**src/rtl/core/gsd_pkg.sv**
```systemverilog
// Package for the GIF stream deframer: parse phases, byte kinds, field ids,
// error codes and the per-item result record.
// Depends on nothing; used by gsd_parser and gif_stream_deframer.
`default_nettype none

package gsd_pkg;

  // Parse phases of the block walker
  typedef enum logic [3:0] {
    PH_SIG,
    PH_VER,
    PH_SCREEN,
    PH_GPAL,
    PH_INTRO,
    PH_LABEL,
    PH_GCE,
    PH_SUBLEN,
    PH_PAYLOAD,
    PH_IMGDESC,
    PH_LPAL,
    PH_MINCODE,
    PH_IDLE
  } phase_e;

  // Byte kinds
  localparam logic [3:0] KIND_HEADER  = 4'd0;
  localparam logic [3:0] KIND_SCREEN  = 4'd1;
  localparam logic [3:0] KIND_GPAL    = 4'd2;
  localparam logic [3:0] KIND_INTRO   = 4'd3;
  localparam logic [3:0] KIND_LABEL   = 4'd4;
  localparam logic [3:0] KIND_GCE     = 4'd5;
  localparam logic [3:0] KIND_SUBLEN  = 4'd6;
  localparam logic [3:0] KIND_PAYLOAD = 4'd7;
  localparam logic [3:0] KIND_IMGDESC = 4'd8;
  localparam logic [3:0] KIND_LPAL    = 4'd9;
  localparam logic [3:0] KIND_MINCODE = 4'd10;
  localparam logic [3:0] KIND_TRAILER = 4'd11;
  localparam logic [3:0] KIND_IGNORED = 4'd12;

  // Field ids
  localparam logic [4:0] FID_NONE       = 5'd0;
  localparam logic [4:0] FID_VERSION    = 5'd1;
  localparam logic [4:0] FID_CANVAS_W   = 5'd2;
  localparam logic [4:0] FID_CANVAS_H   = 5'd3;
  localparam logic [4:0] FID_SCR_PACKED = 5'd4;
  localparam logic [4:0] FID_BG_INDEX   = 5'd5;
  localparam logic [4:0] FID_ASPECT     = 5'd6;
  localparam logic [4:0] FID_GCE_SIZE   = 5'd7;
  localparam logic [4:0] FID_GCE_PACKED = 5'd8;
  localparam logic [4:0] FID_GCE_DELAY  = 5'd9;
  localparam logic [4:0] FID_TRANSP_IDX = 5'd10;
  localparam logic [4:0] FID_IMG_LEFT   = 5'd11;
  localparam logic [4:0] FID_IMG_PACKED = 5'd15;
  localparam logic [4:0] FID_MIN_CODE   = 5'd16;
  localparam logic [4:0] FID_EXT_LABEL  = 5'd17;

  // Latched error codes
  localparam logic [1:0] ERR_NONE      = 2'd0;
  localparam logic [1:0] ERR_SIG       = 2'd1;
  localparam logic [1:0] ERR_VERSION   = 2'd2;
  localparam logic [1:0] ERR_INTRO     = 2'd3;

  // Stream bytes
  localparam logic [7:0] CH_G         = 8'h47;
  localparam logic [7:0] CH_I         = 8'h49;
  localparam logic [7:0] CH_F         = 8'h46;
  localparam logic [7:0] CH_8         = 8'h38;
  localparam logic [7:0] CH_9         = 8'h39;
  localparam logic [7:0] CH_7         = 8'h37;
  localparam logic [7:0] CH_A         = 8'h61;
  localparam logic [7:0] INTRO_EXT    = 8'd33;
  localparam logic [7:0] INTRO_IMAGE  = 8'd44;
  localparam logic [7:0] INTRO_TRAIL  = 8'd59;
  localparam logic [7:0] LABEL_GCE    = 8'd249;

  // Version values reported in the version field
  localparam logic [15:0] VER_87 = 16'd87;
  localparam logic [15:0] VER_89 = 16'd89;

  // Palette channel codes
  localparam logic [1:0] CHAN_RED  = 2'd0;
  localparam logic [1:0] CHAN_BLUE = 2'd2;

  // One result item
  typedef struct packed {
    logic [3:0]  byte_kind;
    logic [7:0]  data_out;
    logic [7:0]  palette_index;
    logic [1:0]  color_channel;
    logic [4:0]  field_id;
    logic [15:0] field_value;
    logic        is_version_89a;
    logic [1:0]  error_code;
    logic        gce_terminator_bad;
    logic        stream_done;
  } result_t;

endpackage

`default_nettype wire

```
**src/rtl/core/gsd_parser.sv**
```systemverilog
// Parse state registers and the one-byte step of the GIF block walker.
// Depends on gsd_pkg for phases, codes and the result record.
`default_nettype none

module gsd_parser
  import gsd_pkg::*;
(
  input  wire logic       clk_i,
  input  wire logic       rst_ni,
  input  wire logic       step_i,
  input  wire logic [7:0] byte_i,
  output result_t         result_o
);

  phase_e      phase_q, phase_d;
  logic [3:0]  pos_q, pos_d;
  logic [7:0]  pidx_q, pidx_d;
  logic [1:0]  chan_q, chan_d;
  logic [7:0]  low_q, low_d;
  logic [7:0]  rem_q, rem_d;
  logic [2:0]  tsize_q, tsize_d;
  logic        tpres_q, tpres_d;
  logic        ver89_q, ver89_d;
  logic [1:0]  err_q, err_d;
  logic        done_q, done_d;

  logic [8:0]  pal_entries;
  logic [7:0]  pal_last;
  logic        pal_end;
  logic [7:0]  rem_dec;
  logic [7:0]  sig_char;

  // Last palette entry index for the current size code
  assign pal_entries = 9'd2 << tsize_q;
  assign pal_last    = pal_entries[7:0] - 8'd1;
  assign pal_end     = (chan_q == CHAN_BLUE) && (pidx_q == pal_last);
  assign rem_dec     = rem_q - 8'd1;

  // Expected signature byte
  always_comb begin
    case (pos_q)
      4'd0:    sig_char = CH_G;
      4'd1:    sig_char = CH_I;
      default: sig_char = CH_F;
    endcase
  end

  // One step of the walker
  always_comb begin
    phase_d = phase_q;
    pos_d   = pos_q + 4'd1;
    pidx_d  = pidx_q;
    chan_d  = chan_q;
    low_d   = low_q;
    rem_d   = rem_q;
    tsize_d = tsize_q;
    tpres_d = tpres_q;
    ver89_d = ver89_q;
    err_d   = err_q;
    done_d  = done_q;

    result_o = '0;
    result_o.byte_kind = KIND_IGNORED;
    result_o.data_out  = byte_i;

    case (phase_q)
      PH_SIG: begin
        result_o.byte_kind = KIND_HEADER;
        if (pos_q > 4'd2 || byte_i != sig_char) begin
          err_d   = ERR_SIG;
          phase_d = PH_IDLE;
          pos_d   = '0;
        end else if (pos_q == 4'd2) begin
          phase_d = PH_VER;
          pos_d   = '0;
        end
      end
      PH_VER: begin
        result_o.byte_kind = KIND_HEADER;
        if (pos_q == 4'd0 && byte_i == CH_8) begin
          // first version digit ok
        end else if (pos_q == 4'd1 && (byte_i == CH_9 || byte_i == CH_7)) begin
          ver89_d = (byte_i == CH_9);
        end else if (pos_q == 4'd2 && byte_i == CH_A) begin
          result_o.field_id    = FID_VERSION;
          result_o.field_value = ver89_q ? VER_89 : VER_87;
          phase_d = PH_SCREEN;
          pos_d   = '0;
        end else begin
          err_d   = ERR_VERSION;
          phase_d = PH_IDLE;
          pos_d   = '0;
        end
      end
      PH_SCREEN: begin
        result_o.byte_kind = KIND_SCREEN;
        case (pos_q)
          4'd0, 4'd2: low_d = byte_i;
          4'd1: begin
            result_o.field_id    = FID_CANVAS_W;
            result_o.field_value = {byte_i, low_q};
          end
          4'd3: begin
            result_o.field_id    = FID_CANVAS_H;
            result_o.field_value = {byte_i, low_q};
          end
          4'd4: begin
            result_o.field_id    = FID_SCR_PACKED;
            result_o.field_value = {8'd0, byte_i};
            tpres_d = byte_i[7];
            tsize_d = byte_i[2:0];
          end
          4'd5: begin
            result_o.field_id    = FID_BG_INDEX;
            result_o.field_value = {8'd0, byte_i};
          end
          default: begin
            result_o.field_id    = FID_ASPECT;
            result_o.field_value = {8'd0, byte_i};
            pos_d   = '0;
            phase_d = tpres_q ? PH_GPAL : PH_INTRO;
          end
        endcase
      end
      PH_GPAL, PH_LPAL: begin
        result_o.byte_kind     = (phase_q == PH_GPAL) ? KIND_GPAL : KIND_LPAL;
        result_o.palette_index = pidx_q;
        result_o.color_channel = chan_q;
        pos_d = '0;
        if (chan_q == CHAN_BLUE) begin
          chan_d = CHAN_RED;
          pidx_d = pidx_q + 8'd1;
        end else begin
          chan_d = chan_q + 2'd1;
        end
        if (pal_end) begin
          chan_d  = CHAN_RED;
          pidx_d  = '0;
          phase_d = (phase_q == PH_GPAL) ? PH_INTRO : PH_MINCODE;
        end
      end
      PH_INTRO: begin
        pos_d = '0;
        if (byte_i == INTRO_EXT) begin
          result_o.byte_kind = KIND_INTRO;
          phase_d = PH_LABEL;
        end else if (byte_i == INTRO_IMAGE) begin
          result_o.byte_kind = KIND_INTRO;
          phase_d = PH_IMGDESC;
        end else if (byte_i == INTRO_TRAIL) begin
          result_o.byte_kind = KIND_TRAILER;
          done_d  = 1'b1;
          phase_d = PH_IDLE;
        end else begin
          result_o.byte_kind = KIND_INTRO;
          err_d   = ERR_INTRO;
          phase_d = PH_IDLE;
        end
      end
      PH_LABEL: begin
        result_o.byte_kind   = KIND_LABEL;
        result_o.field_id    = FID_EXT_LABEL;
        result_o.field_value = {8'd0, byte_i};
        pos_d   = '0;
        phase_d = (byte_i == LABEL_GCE) ? PH_GCE : PH_SUBLEN;
      end
      PH_GCE: begin
        result_o.byte_kind = KIND_GCE;
        case (pos_q)
          4'd0: begin
            result_o.field_id    = FID_GCE_SIZE;
            result_o.field_value = {8'd0, byte_i};
          end
          4'd1: begin
            result_o.field_id    = FID_GCE_PACKED;
            result_o.field_value = {8'd0, byte_i};
          end
          4'd2: low_d = byte_i;
          4'd3: begin
            result_o.field_id    = FID_GCE_DELAY;
            result_o.field_value = {byte_i, low_q};
          end
          4'd4: begin
            result_o.field_id    = FID_TRANSP_IDX;
            result_o.field_value = {8'd0, byte_i};
          end
          default: begin
            // block terminator
            result_o.gce_terminator_bad = (byte_i != 8'd0);
            pos_d   = '0;
            phase_d = PH_INTRO;
          end
        endcase
      end
      PH_SUBLEN: begin
        result_o.byte_kind = KIND_SUBLEN;
        pos_d = '0;
        if (byte_i == 8'd0) begin
          phase_d = PH_INTRO;
        end else begin
          rem_d   = byte_i;
          phase_d = PH_PAYLOAD;
        end
      end
      PH_PAYLOAD: begin
        result_o.byte_kind = KIND_PAYLOAD;
        pos_d = '0;
        rem_d = rem_dec;
        if (rem_dec == 8'd0) phase_d = PH_SUBLEN;
      end
      PH_IMGDESC: begin
        result_o.byte_kind = KIND_IMGDESC;
        if (pos_q < 4'd8) begin
          if (!pos_q[0]) begin
            low_d = byte_i;
          end else begin
            result_o.field_id    = FID_IMG_LEFT + {3'd0, pos_q[2:1]};
            result_o.field_value = {byte_i, low_q};
          end
        end else begin
          result_o.field_id    = FID_IMG_PACKED;
          result_o.field_value = {8'd0, byte_i};
          pos_d   = '0;
          tpres_d = byte_i[7];
          tsize_d = byte_i[2:0];
          phase_d = byte_i[7] ? PH_LPAL : PH_MINCODE;
        end
      end
      PH_MINCODE: begin
        result_o.byte_kind   = KIND_MINCODE;
        result_o.field_id    = FID_MIN_CODE;
        result_o.field_value = {8'd0, byte_i};
        pos_d   = '0;
        phase_d = PH_SUBLEN;
      end
      default: begin
        result_o.byte_kind = KIND_IGNORED;
        pos_d = '0;
      end
    endcase

    // Status fields show the state after this item
    result_o.is_version_89a = ver89_d;
    result_o.error_code     = err_d;
    result_o.stream_done    = done_d;
  end

  // State registers, updated when an item moves to the result stage
  always_ff @(posedge clk_i or negedge rst_ni) begin
    if (!rst_ni) begin
      phase_q <= PH_SIG;
      pos_q   <= '0;
      pidx_q  <= '0;
      chan_q  <= CHAN_RED;
      low_q   <= '0;
      rem_q   <= '0;
      tsize_q <= '0;
      tpres_q <= 1'b0;
      ver89_q <= 1'b0;
      err_q   <= ERR_NONE;
      done_q  <= 1'b0;
    end else if (step_i) begin
      phase_q <= phase_d;
      pos_q   <= pos_d;
      pidx_q  <= pidx_d;
      chan_q  <= chan_d;
      low_q   <= low_d;
      rem_q   <= rem_d;
      tsize_q <= tsize_d;
      tpres_q <= tpres_d;
      ver89_q <= ver89_d;
      err_q   <= err_d;
      done_q  <= done_d;
    end
  end

endmodule

`default_nettype wire

```
**src/rtl/core/gif_stream_deframer.sv**
```systemverilog
// Top level of the GIF stream deframer: input register, parser, result register.
// Depends on gsd_pkg and gsd_parser.
`default_nettype none

// GIF87a/89a block parser. Takes one file byte per item and gives one result
// per byte: its kind, the byte itself, palette entry and channel for palette
// bytes, and any header field that the byte completes. Sustains one item per
// clock unless the output stalls; an item passes the input register, then the
// result register, with the one-byte parser step between them. The input side
// stalls only when both the input register and the result register hold items
// and the output is stalled. After a bad signature, bad version, unknown
// introducer or the trailer, every further byte reports as ignored.
module gif_stream_deframer
  import gsd_pkg::*;
(
  input  wire logic        clk_i,
  input  wire logic        rst_ni,
  input  wire logic        in_valid_i,
  output logic             in_stall_o,
  input  wire logic [7:0]  in_byte_i,
  output logic             out_valid_o,
  input  wire logic        out_stall_i,
  output logic [3:0]       byte_kind_o,
  output logic [7:0]       data_out_o,
  output logic [7:0]       palette_index_o,
  output logic [1:0]       color_channel_o,
  output logic [4:0]       field_id_o,
  output logic [15:0]      field_value_o,
  output logic             is_version_89a_o,
  output logic [1:0]       error_code_o,
  output logic             gce_terminator_bad_o,
  output logic             stream_done_o
);

  logic       in_vld_q;
  logic [7:0] in_byte_q;
  logic       res_vld_q;
  result_t    res_q;
  result_t    res_d;
  logic       res_free;
  logic       step;
  logic       in_take;

  // Handshake: result stage frees when empty or taken
  assign res_free   = !res_vld_q || !out_stall_i;
  assign step       = in_vld_q && res_free;
  assign in_stall_o = in_vld_q && !res_free;
  assign in_take    = in_valid_i && !in_stall_o;

  // Input register
  always_ff @(posedge clk_i or negedge rst_ni) begin
    if (!rst_ni) begin
      in_vld_q <= 1'b0;
    end else if (in_take) begin
      in_vld_q <= 1'b1;
    end else if (step) begin
      in_vld_q <= 1'b0;
    end
  end

  always_ff @(posedge clk_i) begin
    if (in_take) begin
      in_byte_q <= in_byte_i;
    end
  end

  gsd_parser u_parser (
    .clk_i    (clk_i),
    .rst_ni   (rst_ni),
    .step_i   (step),
    .byte_i   (in_byte_q),
    .result_o (res_d)
  );

  // Result register
  always_ff @(posedge clk_i or negedge rst_ni) begin
    if (!rst_ni) begin
      res_vld_q <= 1'b0;
    end else if (res_free) begin
      res_vld_q <= step;
    end
  end

  always_ff @(posedge clk_i) begin
    if (step) begin
      res_q <= res_d;
    end
  end

  assign out_valid_o          = res_vld_q;
  assign byte_kind_o          = res_q.byte_kind;
  assign data_out_o           = res_q.data_out;
  assign palette_index_o      = res_q.palette_index;
  assign color_channel_o      = res_q.color_channel;
  assign field_id_o           = res_q.field_id;
  assign field_value_o        = res_q.field_value;
  assign is_version_89a_o     = res_q.is_version_89a;
  assign error_code_o         = res_q.error_code;
  assign gce_terminator_bad_o = res_q.gce_terminator_bad;
  assign stream_done_o        = res_q.stream_done;

endmodule

`default_nettype wire
```
**config.mk**
```make
export PLATFORM = sky130hd
export DESIGN_NAME = gif_stream_deframer
export DESIGN_NICKNAME = d
export VERILOG_FILES = /design/src/rtl/core/gsd_pkg.sv /design/src/rtl/core/gsd_parser.sv /design/src/rtl/core/gif_stream_deframer.sv
export SDC_FILE = /design/constraint.sdc
export NUM_CORES = 1
export LEC_CHECK = 0
export ABC_AREA = 0
export ABC_CLOCK_PERIOD_IN_PS = 6700
export BUFFER_PORTS_ARGS = -buffer_cell sky130_fd_sc_hd__buf_4
export CAP_MARGIN = 40
export CORE_ASPECT_RATIO = 1.75
export CORE_UTILIZATION = 34
export DETAILED_ROUTE_END_ITERATION = 8
export PLACE_DENSITY = 0.58
export SLEW_MARGIN = 0
export SYNTH_ARGS = -nofsm -noshare
export SYNTH_HDL_FRONTEND = slang
export SYNTH_HIERARCHICAL = 1
export SYNTH_SLANG_ARGS = --single-unit
```
**constraint.sdc**
```tcl
create_clock -name clk_i -period 6.7 [get_ports clk_i]
set_input_delay 0.335 -clock clk_i [delete_from_list [all_inputs] [get_ports clk_i]]
set_output_delay 0.335 -clock clk_i [all_outputs]
set_load 0.005 [all_outputs]
```
==> metrics, run 1 <==
r2r setup slk=3.73 ns; area fraction of the dominant cell type after synthesis=31.5%; diode count=0; Hold/Removal Path Class=primary input to async pin; CTS Buf Count=9; critical path arrival=3.24 ns; Synthesis Warnings=6; top-count cell post-synth=edfxtp_1; IR drop worst, VDD=0.000130 V; Design Power=2010 uW; Filler cells=1485; Gate Count Post-Synth=515; clock-pin slew on the worst setup and hold paths=0.08 ns; Final ANT Viol Nets=0; Die Y-Extent=168 microns; total number of vias=4191; max-slew violations=0; die footprint=0.0162 sq mm; post-CTS setup buffer count=0; initial antenna violation count=0; Hold Fails Final Rpt=30; Max clock buf depth=2; Core Area=0.0154 sq mm; Slew @ Worst Pin=0.797 ns; EDFF count, synth=56; max-cap violations=0; Avg WL per Cell=18.2 microns; PwrDens=323 mW/mm^2; Post-Synthesis Cell Area=0.00534 sq mm; failing checks=hold timing; RD Place Congestion=0.893; Clock Root Buffer=clkbuf_16; Worst-Skew Late Latency=0.36 ns; fmax=337 MHz; Final setup viols=0; TritonCTS clock tree=yes; synthesized flop and latch total=100; CTS Sinks=100; Clock Skew=0.0146 ns; Die Width=96.7 microns; Boundary Pins=62; Crit Path Category=register to register; fin nets=576; vias per std cell=5.63; status=finished with violations; Critical Path RT=6.97 ns; FFs w/ async S/R, synth=44.0%; Cells after DPL=729; post-synthesis net count=537; CTS Hold Bufs=0; Initial Utilization=34.7%; GRT Residual Overflow=0; initial drt markers=325; Yosys cell types=70; sequential-to-total area share from yosys stat=52.1%; min cycle time layout=2.97 ns; crit-path max FO=43; cell taking the most area after synthesis=edfxtp_1; P&R area growth vs syn=16.4%; port bufs=61; # rows=60; CP endpoint kind=register; DPL Wire Length=9750 microns; top cells by area, synth=edfxtp_1 31%, dfrtp_1 21%, mux2_1 3.0%; synthesized area per cell=10.4 sq um; # H-tree levels=3; Most used DFF post-synth=edfxtp_1; Leak=0.00248 uW; gr usage total=17.1%; Commonest cells post-synth=56 x edfxtp_1, 44 x dfrtp_1, 42 x nand2_1, 42 x nor2_1; first-pass GRT wire length=21900 microns; final WL=13600 microns; Post-Layout Cell Count=745; Hold WS=-0.0186 ns; share of layout cells above drive strength 1=17.9%; CP Launch Type=register; Pre-antenna DRT Iters=5; Final Cycle Share=44.3%; vias in the first global route=4240; Rel. slew slack=46.1%; Post-route DRC=0; Fin Setup TNS=0 ns; RSZ-0062 raised after global routing=no; CTS resizes=0; largest net degree at the start of global routing=45
-- cells by family after synthesis --
group | count (synthesis) | share of synthesized area [%]
compound gates | 125 | 16.0
simple gates | 193 | 18.7
mux | 20 | 4.15
fa+ha+maj | 10 | 2.34
xor+xnor | 11 | 1.94
buf+inv | 56 | 4.80
flops | 100 | 52.1
-- cells in the final DEF (no fill, tap or decap), types with 5 or more instances in the layout --
cell type,netlist,final
buf_4,11,65
edfxtp_1,56,56
dfrtp_1,44,44
nand2_1,42,42
nor2_1,42,42
and2_1,23,23
a21oi_1,22,22
o21ai_1,20,20
nor3_1,20,20
o21ai_0,19,19
inv_1,15,15
mux2_1,14,14
nand2b_1,13,13
ha_1,10,10
clkbuf_16,0,9
nor2b_1,9,9
nand3_1,8,8
o31ai_1,7,7
nand4_1,7,7
xnor2_1,7,7
nor4_1,6,6
o22ai_1,5,5
a221o_1,5,5
a22o_1,5,5
-- path summary, 6_finish.rpt --
kind / start / end / cells after the start
min in group clk_i: in_byte_i[2] / in_byte_q[2] / 1
worst min register to register: u_parser/done_q / u_parser/done_q / 1
worst min-delay path: rst_ni / u_parser/pidx_q[6] / 1
worst max register to register: out_valid_o / u_parser/err_q[1] / 6
max in group asynchronous: rst_ni / u_parser/pos_q[3] / 1
worst max-delay path: out_valid_o / u_parser/err_q[1] / 6
-- state kept, by name, summed over array words and instances, names as in the netlist, 2 cells and up --
register / count
byte_kind_o: 4
field_value_o: 16
u_parser/pidx_q: 8
error_code_o: 2
u_parser/pos_q: 4
u_parser/chan_q: 2
in_byte_q: 8
u_parser/tsize_q: 3
u_parser/low_q: 8
u_parser/phase_q: 4
u_parser/rem_q: 8
color_channel_o: 2
data_out_o: 8
palette_index_o: 8
u_parser/err_q: 2
field_id_o: 5
-- worst max-delay path, stage by stage (launching register included) --
cell       delay (ns)
dfrtp_1          0.44
a21boi_4         0.56
buf_4            0.58
inv_1            0.30
a2111oi_0        0.63
a21oi_1          0.15
a41oi_1          0.18
-- per-layer routing --
metal,vias to the layer above,wire length (microns),GRT usage [%]
met5,-,0,0.308
met4,0,625,10.6
met1,2038,4960,17.5
met3,43,512,3.07
li1,1960,-,-
met2,150,7480,31.7
-- through the flow --
step / instance area (sq um) / util [%] / setup slack [ns]
after global routing: 6220 / 40.4 / 3.52
after CTS: 6220 / 40.4 / 3.77
final: 6220 / 40.4 / 3.73
after detailed placement: 5900 / 38.3 / 3.78
after floorplan: 5340 / - / 0.902
after global placement: 5870 / 38.1 / 3.72
-- final cells by class --
cell class	count	area [sq um]	area share (%)
Clock buffer	9	225	3.62
Clock inverter	7	96.3	1.55
Inverter	18	67.6	1.09
Multi-Input combinational cell	359	2310	37.2
Sequential cell	100	2780	44.8
Tap cell	186	233	3.74
Timing Repair Buffer	66	499	8.03
-- power breakdown --
group / leakage [uW] / internal (uW) / switching, uW / total [uW]
Sequential: 0.00112 / 773 / 137 / 910
Combinational: 0.00120 / 246 / 310 / 556
Clock: 0.000156 / 273 / 272 / 545
No activity file was read; power rests on OpenSTA's default activity.
==> run 2, diff against run 1 <==
--- a/config.mk
+++ b/config.mk
@@ -5,14 +5,14 @@
 export SDC_FILE = /design/constraint.sdc
 export NUM_CORES = 1
 export LEC_CHECK = 0
-export ABC_AREA = 0
-export ABC_CLOCK_PERIOD_IN_PS = 6700
+export ABC_AREA = 1
+export ABC_CLOCK_PERIOD_IN_PS = 2500
 export BUFFER_PORTS_ARGS = -buffer_cell sky130_fd_sc_hd__buf_4
 export CAP_MARGIN = 40
 export CORE_ASPECT_RATIO = 1.75
 export CORE_UTILIZATION = 34
 export DETAILED_ROUTE_END_ITERATION = 8
-export PLACE_DENSITY = 0.58
+export PLACE_DENSITY = 0.6
 export SLEW_MARGIN = 0
 export SYNTH_ARGS = -nofsm -noshare
 export SYNTH_HDL_FRONTEND = slang
==> constraint.sdc (replaced) <==
create_clock -name clk_i -period 2.5 [get_ports clk_i]
set_input_delay 0.125 -clock clk_i [delete_from_list [all_inputs] [get_ports clk_i]]
set_output_delay 0.125 -clock clk_i [all_outputs]
set_load 0.005 [all_outputs]
==> run 2 against run 1 <==
The run ends with DRC left. Via count rose by 13%. Setup slack got worse by 3.6 ns. Combinational power rose to 4.5 times the previous value. Maximum frequency rose by 28%. Critical path type unchanged.
==> metrics, run 2 <==
initial drt markers=232; Clock Skew=0.00840 ns; Fin Setup TNS=0 ns; min cycle time layout=2.32 ns; vias per std cell=5.10; Pre-antenna DRT Iters=8; cell taking the most area after synthesis=edfxtp_1; PwrDens=974 mW/mm^2; CP max-delay cell=dfrtp_1; Synthesis Warnings=6; commonest non-fill, non-tap cells in the layout=182 x nand2_1, 77 x inv_1, 76 x nor2_1, 69 x buf_4, 56 x edfxtp_1; P&R area growth vs syn=18.7%; fmax=431 MHz; crit-path max FO=8; multiplexer area fraction after synthesis=0%; post-synthesis net count=688; PnR worst setup slack=0.178 ns; TritonCTS clock tree=yes; failing checks=DRC; Worst-Skew Late Latency=0.35 ns; die footprint=0.0168 sq mm; largest family of logic cells by synthesized area=simple AND/OR/NAND/NOR gates; Commonest cells post-synth=182 x nand2_1, 77 x inv_1, 76 x nor2_1; Post-Synthesis Cell Area=0.00552 sq mm; top-count cell post-synth=nand2_1; area occupied by multi-input gates=0.00228 sq mm; Post-route DRC=5; port bufs=61; fin nets=759; Die Width=98.4 microns; Crit Path Category=register to register; Filler cells=1642; Hold/Removal Path Class=primary input to register; first-pass GRT wire length=23600 microns; Leak=0.00313 uW; Clock Root Buffer=clkbuf_16; pre-CTS setup slack=0.199 ns; commonest non-fill, non-tap cell in the layout=nand2_1; sequential-to-total area share from yosys stat=50.4%; flip-flop and latch area=0.00278 sq mm; share of layout cells above drive strength 1=18.7%; max-cap violations=0; Avg WL per Cell=16.0 microns; Initial Utilization=34.8%; Critical Path RT=2.56 ns; Max clock buf depth=2; clock-pin slew on the worst setup and hold paths=0.07 ns; adder-cell share of the synthesized area=2.27%; critical path arrival=2.39 ns; CTS resizes=0; most frequent CP cell=nand2_1; diode count=0; Gate Count Post-Synth=666; xor/xnor share of the synthesized area=0.793%; Yosys cell types=42; status=finished with violations; RSZ-0062 raised after global routing=no; # rows=61; Die Y-Extent=171 microns; IR drop worst, VDD=0.000476 V; vias in the first global route=4679; GRT Residual Overflow=0; Final Cycle Share=92.9%; max-slew violations=0; largest net degree at the start of global routing=45; CTS Buf Count=9; synthesized area per cell=8.29 sq um; CP endpoint kind=register; Rel. slew slack=58.8%; RD Place Congestion=0.920; Cells after DPL=905; post-CTS setup buffer count=0; Hold Fails Final Rpt=0; compound-gate portion of the synthesized area=8.81%; Core Area=0.0159 sq mm; DPL Wire Length=11400 microns; Boundary Pins=62; CTS Sinks=100; initial antenna violation count=0; Worst path max stage delay=0.44 ns; CP Launch Type=register; Design Power=6390 uW; gr usage total=18.6%; Post-Layout Cell Count=931; max FFs per register=16; synthesized flop and latch total=100; total number of vias=4748; Most used DFF post-synth=edfxtp_1; Slew @ Worst Pin=0.618 ns; area fraction of the dominant cell type after synthesis=30.4%; Final setup viols=0; top cells by area, synth=edfxtp_1 30%, dfrtp_1 20%, nand2_1 12%; Final ANT Viol Nets=0; EDFF count, synth=56; FFs w/ async S/R, synth=44.0%; crit path cell chain=inv_1 > ha_1 > nand3_1 > nand2_1 > o21ai_0 > nand2_1 > a21oi_2 > o221ai_1; Simple-Gate Fraction of Synth Area=29.2%; # H-tree levels=3; final WL=14900 microns
[run 2: final timing paths]
path	start	end	slack, ns	cells past startpoint
worst min register to register	u_parser/done_q	u_parser/done_q	0.46	2
max in group asynchronous	rst_ni	u_parser/err_q[0]	1.75	2
min in group asynchronous	rst_ni	u_parser/low_q[5]	0.33	2
worst max-delay path	u_parser/pos_q[0]	field_value_o[3]	0.18	8
worst max register to register	u_parser/pos_q[0]	field_value_o[3]	0.18	8
worst min-delay path	out_stall_i	out_valid_o	0.01	3
[run 2: critical path: cells and delay by family, from the launching register on]
kind            cells  cell delay (ns)
simple gates        3             0.40
compound gates      3             0.78
buf+inv             1             0.12
fa+ha+maj           1             0.29
flops               1             0.44
[run 2: kinds of logic (layout without fill, tap and decap cells)]
kind of cell | after synthesis | after routing
flip-flops | 100 | 100
XOR/XNOR | 5 | 5
AND/OR/NAND/NOR | 364 | 364
AO/OA/AOI/OAI | 76 | 76
adder cells (fa/ha/maj) | 10 | 10
buffers and inverters | 111 | 187
[run 2: layout make-up]
type | instances | area share [%]
clock inverter | 7 | 1.03
timing repair buffer | 79 | 9.43
inverter | 92 | 5.27
clock buffer | 9 | 3.44
sequential | 100 | 42.5
multi-input combinational | 455 | 34.8
tap | 189 | 3.61
[run 2: metal layers]
layer  share of wire (%)  wire length (microns)  vias up  GRT usage, %
met3                 3.6                    540       54          2.29
met2                  55                   8140      150          35.2
li1                    -                      -     2316             -
met4                 5.6                    829        0          11.9
met1                  36                   5420     2228          19.1
met5                   0                      0        -             0
[run 2: timing repair]
action,in CTS,in global routing
setup endpoints to repair,0,0
hold buffers,10,0
endpoints found under the hold margin,53,0
[run 2: metrics by stage]
stage	hold WS, ns	utilization [%]	instance area [sq um]
floorplan	-0.171	-	5540
global placement	0.181	38.8	6160
detailed placement	0.185	38.8	6160
CTS	0.00646	41.3	6560
global route	0.0266	41.3	6560
finish	0.0107	41.3	6560
[run 2: report_power, final]
part           switching (uW)  internal (uW)
registers                 310           2190
clock network             684            704
logic                    1640            858
total                    2630           3750
